`config.mk`:
```
export PLATFORM = sky130hd
export DESIGN_NAME = fbpa_front
export DESIGN_NICKNAME = d
export VERILOG_FILES = /design/src/hw/rtl/fbpa_pkg.sv /design/src/hw/rtl/fbpa_front.sv
export SDC_FILE = /design/constraint.sdc
export NUM_CORES = 1
export LEC_CHECK = 0
export ABC_AREA = 1
export BUFFER_PORTS_ARGS = -buffer_cell sky130_fd_sc_hd__buf_2
export CELL_PAD_IN_SITES_DETAIL_PLACEMENT = 2
export CELL_PAD_IN_SITES_GLOBAL_PLACEMENT = 2
export CORE_ASPECT_RATIO = 1.5
export CORE_MARGIN = 4
export CORE_UTILIZATION = 25
export CTS_BUF_LIST = sky130_fd_sc_hd__clkbuf_8
export DETAILED_ROUTE_END_ITERATION = 12
export GPL_TIMING_DRIVEN = 0
export HOLD_SLACK_MARGIN = 0.08
export PLACE_DENSITY_LB_ADDON = 0.1
export SYNTH_ARGS = -nofsm -noshare
export SYNTH_HDL_FRONTEND = slang
export SYNTH_SLANG_ARGS = --single-unit
```
`constraint.sdc`:
```
create_clock -name clk -period 3.9 [get_ports clk]
set_input_delay 0.195 -clock clk [delete_from_list [all_inputs] [get_ports clk]]
set_output_delay 0.195 -clock clk [all_outputs]
set_load 0.02 [all_outputs]
```
`src/hw/rtl/fbpa_pkg.sv`:
```
`default_nettype none
// ----------------------------------------------------------------------------
// Fixed block pool allocator package
// Shared constants, item codes and the queue entry type.
// ----------------------------------------------------------------------------
package fbpa_pkg;

    localparam int MaxBlocks = 256;
    localparam int CountW    = $clog2(MaxBlocks + 1);
    localparam int IdxW      = $clog2(MaxBlocks);
    localparam int UsedW     = 25;

    typedef enum logic [1:0] {
        KIND_ALLOC    = 2'd0,
        KIND_FREE     = 2'd1,
        KIND_RESET    = 2'd2,
        KIND_CONTAINS = 2'd3
    } kind_t;

    typedef enum logic [1:0] {
        ST_OK        = 2'd0,
        ST_NULL      = 2'd1,
        ST_FAIL      = 2'd2,
        ST_FULL      = 2'd3
    } status_t;

    typedef enum logic [1:0] {
        CFG_BASE  = 2'd0,
        CFG_BLOCK = 2'd1,
        CFG_ALIGN = 2'd2,
        CFG_COUNT = 2'd3
    } cfg_index_t;

    typedef enum logic [2:0] {
        BK_IDLE,
        BK_READ,
        BK_FILL,
        BK_MOD,
        BK_OUT
    } bk_state_t;

    // One classified item as it waits between the front and the back.
    typedef struct packed {
        kind_t       kind;
        logic        zero_size;
        logic        too_big;
        logic        null_ptr;
        logic [31:0] address;
    } item_t;

endpackage
`default_nettype wire

```
`src/hw/rtl/fbpa_front.sv`:
```
`default_nettype none
// ----------------------------------------------------------------------------
// Front end
// Accepts items, compares them against the configuration and queues them.
// ----------------------------------------------------------------------------
module fbpa_front (
    input  wire logic            clk,
    input  wire logic            rst_n,
    input  wire logic            in_valid,
    output logic                 in_ready,
    input  wire logic [1:0]      kind,
    input  wire logic [31:0]     size_bytes,
    input  wire logic [4:0]      req_align_log2,
    input  wire logic [31:0]     address,
    input  wire logic            null_pointer,
    input  wire logic [16:0]     block_bytes,
    input  wire logic [3:0]      align_log2,
    output logic                 q_valid,
    output fbpa_pkg::item_t      q_item,
    input  wire logic            q_pop
);

    // Two-entry queue.
    fbpa_pkg::item_t mem_reg [2];
    logic            rd_ptr_reg, rd_ptr_next;
    logic            wr_ptr_reg, wr_ptr_next;
    logic [1:0]      cnt_reg, cnt_next;
    fbpa_pkg::item_t item_in;
    logic            push;

    assign in_ready = (cnt_reg != 2'd2);
    assign push     = in_valid && in_ready;
    assign q_valid  = (cnt_reg != 2'd0);
    assign q_item   = mem_reg[rd_ptr_reg];

    always_comb
    begin
        item_in.kind      = fbpa_pkg::kind_t'(kind);
        item_in.zero_size = (size_bytes == 32'd0);
        item_in.too_big   = (size_bytes > {15'd0, block_bytes})
                            || (req_align_log2 > {1'b0, align_log2});
        item_in.null_ptr  = null_pointer;
        item_in.address   = address;
    end

    always_comb
    begin
        wr_ptr_next = wr_ptr_reg ^ push;
        rd_ptr_next = rd_ptr_reg ^ q_pop;
        cnt_next    = cnt_reg + {1'b0, push} - {1'b0, q_pop};
    end

    always_ff @(posedge clk or negedge rst_n)
    begin
        if (!rst_n)
        begin
            rd_ptr_reg <= 1'b0;
            wr_ptr_reg <= 1'b0;
            cnt_reg    <= 2'd0;
        end
        else
        begin
            rd_ptr_reg <= rd_ptr_next;
            wr_ptr_reg <= wr_ptr_next;
            cnt_reg    <= cnt_next;
        end
    end

    always_ff @(posedge clk)
    begin
        if (push)
        begin
            mem_reg[wr_ptr_reg] <= item_in;
        end
    end

endmodule
`default_nettype wire

```
== Word level (Yosys, flattened, before mapping) ==
Memory sizes are Yosys's and may differ from the RTL's.
Index checks and enable logic that the tools add are counted.
Storage, ports and cells
  output and inout bits: 39
  memories kept: 1
  register bits after elaboration: 4
  RAM bits: 74
Memories
  mem_reg: words 2, width 37, read ports 1, clocked after memory_dff 0, write ports 1, RTL line fbpa_front.sv:24  | fbpa_pkg::item_t mem_reg [2];
Cells by class
  muxes and demuxes: 2
  add/sub/neg operators: 2
  eq/ne operators: 1
  $lt $le $gt $ge: 2
  bitwise logic cells: 2
  reduce and logical (&&, ||, !) cells: 4
Operator list (number)
  32-bit by 17-bit greater-than comparator with 1-bit output: 1
  32-bit logical NOT: 1
  5-bit by 4-bit greater-than comparator with 1-bit output: 1
  2-bit by 1-bit adder with 2-bit output: 1
  1-bit two-way mux: 2
  2-bit inequality test, second input constant: 1
  2-bit nonzero test: 1
  2-bit by 1-bit subtractor with 2-bit output: 1
  1-bit XOR: 2
  1-bit logical AND: 1
  1-bit logical OR: 1

== Logic depth before layout (Yosys ltp) ==
Gate-level depths: netlist of the first run.
  word-level depth: 4
  depth in mapped cells: 15
  gate-level depth less buffers: 15

== Worst setup path before layout of the first run ==
No wires, ideal clock.
  path type: register to register
  start point: register cnt_reg[1]
  end point: memory mem_reg[1][0] (netlist name) (enable)
  data required time: 3.502 ns
  arrival: 1.689 ns
  path slack: 1.813 ns
  stages on the path, launching flop included: 5
  clock period less this slack: 2.087 ns
  library setup time: 0.398 ns
  cells stage by stage: dfrtp_1 nand2_1 nand2_1 inv_1 ha_1
On the way
  longest elaborated chain between the ends: 4
Ends and longest elaborated chain
  from (decl): RTL line fbpa_front.sv:27  | logic [1:0] cnt_reg, cnt_next;
  from (signal assigned): RTL line fbpa_front.sv:65  | cnt_reg <= cnt_next;
  2-bit inequality test: RTL line fbpa_front.sv:31  | assign in_ready = (cnt_reg != 2'd2);
  net in_ready: RTL line fbpa_front.sv:10  | output logic in_ready,
  1-bit logical AND: RTL line fbpa_front.sv:32  | assign push = in_valid && in_ready;
  1-bit two-way mux: RTL line fbpa_front.sv:71  | if (push)
  1-bit two-way mux (not written as such): RTL line fbpa_front.sv:73  | mem_reg[wr_ptr_reg] <= item_in;
  to (decl): RTL line fbpa_front.sv:24
The timed path passes the listed nets, and every way through them passes these cells.

==> flow_summary.toml, run 1 <==
[run_status]
outcome = "finished, final reports clean"

[synth]
syn_area_mm2 = 0.003573
synth_nets = 376
synth_largest_area_cell = "edfxtp_1"
ys.flop_type = "edfxtp_1"
synth_edf_count = 74
ys_warn_count = 0
synth_top_area_share_pct = 62.18
syn_avg_cell_area_um2 = 14.07
ys_types = 22
synth.most_common_cell = "edfxtp_1"
ys_seq_area_share_pct = 64.99
ys_top_cells_by_area = "edfxtp_1 (62%), mux2_2 (12%), ha_1 (8.8%)"
ys_ff_latch = 78
syn_inst = 254
synth_common_cells = "edfxtp_1 (74), mux2_2 (37), inv_1 (35)"
async_reset_ff_share_pct = 5.128

[finish]
areaGrowthSynthToFinish_pct = 43.24
design_area_mm2 = 0.005119
final_nets = 561
fill_cells = 1500
largest_reg_flops = 74
antenna-diode-count = 0
layout-drive-gt1-share_pct = 44.82

[sta]
finalCritPeriodShare_pct = 48.98
hold_viol = 0
tns_ns = 0
fmax_mhz = 523.5
setup_viol = 0
rsz0062_at_grt = "no"
fin_skew_ns = 0.007359
finalCriticalPeriod_ns = 1.910
worst_pin_slew_ns = 0.4146
drv_slew = 0
relSlewSlack_pct = 72.10

[setup_path]
start_kind = "flip-flop"
cp.buffers_inverters = 3
cp_cell_sequence = "buf_2 > buf_6 > mux2_2 > buf_2"
worstPathArrival_ns = 1.72
path_max_fanout = 10
crit_family = "buffers and inverters"
critPathCaptureType = "output pin"
critPathMaxStageDelay_ns = 0.35
cpMaxStageDelayCell = "dfrtp_1"
path_class = "reg -> out"
path_common_cell = "buf_2"
crit_required_ns = 3.70

[clocking]
numCtsBuffers = 9
root_buffer = "clkbuf_8"
cts.sinks = 78
post_cts_buffers = 0
cts_max_level = 3
cts_tree = "built"
clk_path_buf_depth = 2
hold_buffers = 37
cts_resized = 0
path_clk_slew_ns = 0.08
clk_latency_ns = 0.35

[die]
die-area_mm2 = 0.01631
core_area_mm2 = 0.01399
die_w_um = 105.6
start_util_pct = 25.54
core.rowCount = 53
die_y_um = 154.4
io_pins = 136

[global_route]
grt.overflow.total = 0
grt_usage_pct = 12.01
grt_max_degree = 25
grt_first_pass_wirelength_um = 15160
grt_pass1_vias = 3134
antenna_found_initial = 0

[hold_path]
worstHoldPathType = "in -> reg"

[power_and_ir_drop]
vdd_drop_max_uv = 176.4
p_per_area_mw_per_mm2 = 579.7
p_leak_uw = 0.002216

[placed_design]
place_congestion = 0.7029
io_buffers = 135
place_hpwl_um = 7446
dpl_cell_area_mm2 = 0.004534

[routing]
wl_per_cell_um = 14.95
drc = 0
drt_first_pass_iters = 3
viasPerCell = 4.157
drt_iter0_markers = 66
postRouteAntennaNets = 0
dr_total_vias = 2644
routed_wl_um = 9511

[run]
cap_violations = 0
[placed cells by master, fill, tap and decap left out, drive strengths merged, types with 3 or more instances in the layout]
cell type / Yosys / routed
buf: 4 / 141
edfxtp: 74 / 74
mux2: 37 / 37
dlygate4sd3: 0 / 37
inv: 35 / 36
nand2: 30 / 30
ha: 25 / 25
nor2: 15 / 15
a21oi: 9 / 9
clkbuf: 0 / 9
nor4: 5 / 5
nand3: 4 / 4
dfrtp: 4 / 4
nand4: 3 / 3
clkinv: 0 / 3
[power by group]
part	leakage, uW	internal [uW]	total, uW	switching, uW
clock	0.000110	357	649	292
sequential	0.000732	1140	1190	47.7
combinational	0.00137	473	1130	654
[area by class of cell]
class,instances,area [um2],share of cell area (%)
inverter,35,131.4,2.567
timing repair buffer,174,1086,21.22
buffer,4,32.53,0.6355
clock buffer,9,123.9,2.420
tap,192,240.2,4.693
sequential,78,2322,45.37
multi-input combinational,137,1092,21.34
clock inverter,7,90.09,1.760
[stage by stage]
stage / total power, uW / instances / hold WS [ns] / util (%) / worst slack, ns
after floorplan: 1921 / 254 / -0.1006 / - / 1.813
after global placement: 2295 / 581 / 0.01838 / 32.08 / 1.273
after detailed placement: 2348 / 583 / 0.01395 / 32.41 / 2.162
after CTS: 3046 / 636 / 0.1441 / 36.58 / 1.906
after global routing: 3155 / 636 / 0.1630 / 36.58 / 1.862
final: 2967 / 636 / 0.1591 / 36.58 / 1.990
[worst paths after layout]
path	startpoint	cells past startpoint	end	slack [ns]
worst max register to register	cnt_reg[1]	5	mem_reg[0][22]	2.22
max in group asynchronous	rst_n	2	rd_ptr_reg	3.56
worst max-delay path	rd_ptr_reg	4	q_item[6]	1.99
worst min-delay path	req_align_log2[4]	3	mem_reg[1][33]	0.16
min in group asynchronous	rst_n	2	cnt_reg[0]	0.21
worst min register to register	cnt_reg[0]	1	cnt_reg[0]	0.54
[worst min-delay path, delay by kind of cell]
kind | cells | cell delay, ns
buffers and inverters | 1 | 0.08
AND/OR/NAND/NOR | 1 | 0.07
AO/OA/AOI/OAI | 1 | 0.04
[routing by layer]
layer  part of all wire (%)  wire length, um  track usage, %
met5                      0                0               0
met4                    1.5              142           4.877
met3                    6.6              626           3.800
met2                     58             5541           23.94
met1                     34             3201           10.91
[logic make-up after synthesis]
family / after synthesis / synth area share (%)
AND/OR/NAND/NOR: 60 / 7.528
flip-flops: 78 / 64.99
AO/OA/AOI/OAI: 12 / 1.751
adder cells (fa/ha/maj): 25 / 8.754
XOR/XNOR: 3 / 0.7354
buffers and inverters: 39 / 4.587
multiplexers: 37 / 11.66
(Power assumes the default switching activity.)
==> run 2, diff against run 1 <==
==> constraint.sdc (replaced) <==
create_clock -name clk -period 1.6 [get_ports clk]
set_input_delay 0.08 -clock clk [delete_from_list [all_inputs] [get_ports clk]]
set_output_delay 0.08 -clock clk [all_outputs]
set_load 0.02 [all_outputs]
==> run 2 against run 1 <==
  * The run now ends with setup timing left
  * Highest routed layer unchanged
  * Combinational power increased to 3.5 times the previous value
  * Final cell count increased by 1.6%
  * Register-to-register slack worse by 2.1 ns
  * Clock-buffer cell count stayed put
  * Via count is 1.7% higher
  * Flip-flop and latch count is the same
  * Cell area grew 8.9%
  * Power rose to 2.8 times the previous value
  * Clock power increased by 120%
==> flow_summary.toml, run 2 (synthesis gave the netlist of run 1 again) <==
[sta]
worst_pin_slew_ns = 0.4374
setup_viol = 1
finalCriticalPeriod_ns = 1.601
drv_slew = 0
whs_ns = 0.1633
setup_ws_ns = -0.001061
fin_skew_ns = 0.008227
hold_viol = 0
fmax_mhz = 624.6
rsz0062_at_grt = "yes"
finalCritPeriodShare_pct = 100.1
relSlewSlack_pct = 70.57

[die]
core.rowCount = 53
start_util_pct = 25.54
die-area_mm2 = 0.01631
io_pins = 136
die_y_um = 154.4
core_area_mm2 = 0.01399
die_w_um = 105.6

[clocking]
path_clk_slew_ns = 0.08
clk_latency_ns = 0.34
numCtsBuffers = 9
root_buffer = "clkbuf_8"
cts.sinks = 78
cts_max_level = 3
clk_path_buf_depth = 2
cts_tree = "built"

[placed_design]
io_buffers = 135
place_hpwl_um = 7073
place_congestion = 0.7188
preCtsSetupSlack_ns = -0.3960
dp.cells = 581

[routing]
dr_total_vias = 2688
drt_first_pass_iters = 5
wl_per_cell_um = 15.62
drc = 0
routed_wl_um = 10090
drt_iter0_markers = 106
viasPerCell = 4.161
postRouteAntennaNets = 0

[power_and_ir_drop]
p_per_area_mw_per_mm2 = 1485
vdd_drop_max_uv = 407.5
p_leak_uw = 0.002457

[setup_path]
crit_required_ns = 1.52
start_kind = "flip-flop"
r2r_slack_ns = 0.15
worstPathArrival_ns = 1.52
path_max_fanout = 7
path_class = "reg -> out"
critPathCaptureType = "output pin"

[hold_path]
worstHoldPathType = "in -> reg"

[finish]
antenna-diode-count = 0
layout-drive-gt1-share_pct = 45.59
finalNonFillerCells = 646
final_common_cell = "buf_2"
final_cell_mix = "buf_2 (108), edfxtp_1 (74), dlygate4sd3_1 (39)"
largest_reg_flops = 74
areaGrowthSynthToFinish_pct = 56.06
fin_util_pct = 39.86
final_nets = 571
fill_cells = 1473

[global_route]
grt.overflow.total = 0
antenna_found_initial = 0
grt_max_degree = 19
grt_first_pass_wirelength_um = 15490
grt_usage_pct = 12.38
grt_pass1_vias = 3048

[run_status]
outcome = "complete, but fails checks"
violations = "setup timing"

[run]
cap_violations = 0
-- run 2: changes by cell type in the layout (fill, tap and decap cells not counted), sizes merged --
cell         previous run  this run
buf                   141       148
clkinvlp                1         3
dlygate4sd3            37        39
bufinv                  2         1
clkbuf                  9        10
clkinv                  3         2
-- run 2: report_power, final --
| part | total [uW] | switching (uW) | internal [uW] | leakage (uW) |
|---|---|---|---|---|
| logic | 3930 | 1860 | 2080 | 0.00163 |
| clock network | 1420 | 709 | 709 | 0.0000924 |
| registers | 2930 | 139 | 2790 | 0.000732 |
| total | 8280 | 2700 | 5570 | 0.00246 |
-- run 2: routing by layer --
metal	up-vias	global-route usage, %	part of all wire [%]
met1	1302	11.92	36
li1	1289	-	-
met3	7	4.050	5.9
met5	-	0	0
met4	0	4.259	1.4
met2	90	24.18	57
-- run 2: through the flow --
stage	cell area (um2)	power (uW)	setup TNS, ns
2_1_floorplan	3578	4681	-8.923
3_3_place_gp	4494	5593	-28.20
6_report	5577	8279	-0.001061
5_1_grt	5577	8767	-1.553
4_1_cts	5341	7817	-0.6667
3_5_place_dp	4494	5649	-28.16
-- run 2: final timing paths --
kind	startpoint	end	cells past startpoint
min	size_bytes[2]	mem_reg[0][34]	4
max reg2reg	cnt_reg[1]	mem_reg[1][18]	5
max in group asynchronous	rst_n	wr_ptr_reg	3
min reg2reg	cnt_reg[0]	cnt_reg[0]	1
max	rd_ptr_reg	q_item[6]	4
min in group asynchronous	rst_n	cnt_reg[0]	3
-- run 2: layout make-up --
class	instances	area [um2]	share of cell area (%)
multi-input combinational	137	1206	21.63
sequential	78	2322	41.64
timing repair buffer	184	1424	25.53
buffer	4	62.56	1.122
inverter	35	131.4	2.356
clock inverter	7	66.31	1.189
tap	192	240.2	4.308
clock buffer	9	123.9	2.221
-- run 2: what timing repair did --
item / 4_1_cts / 5_1_grt
hold buffers: 39 / 0
cloned: 1 / 1
endpoints found under the setup margin: 111 / 34
pin swaps: 1 / 0
endpoints found under the hold margin: 77 / 0
resized for setup: 33 / 61
buffers inserted: 8 / 0
-- run 2: worst max-delay path, cell delays in order, from the launching register on --
cell	delay, ns
dfrtp_1	0.42
buf_12	0.17
clkbuf_16	0.16
mux2_4	0.30
buf_6	0.13
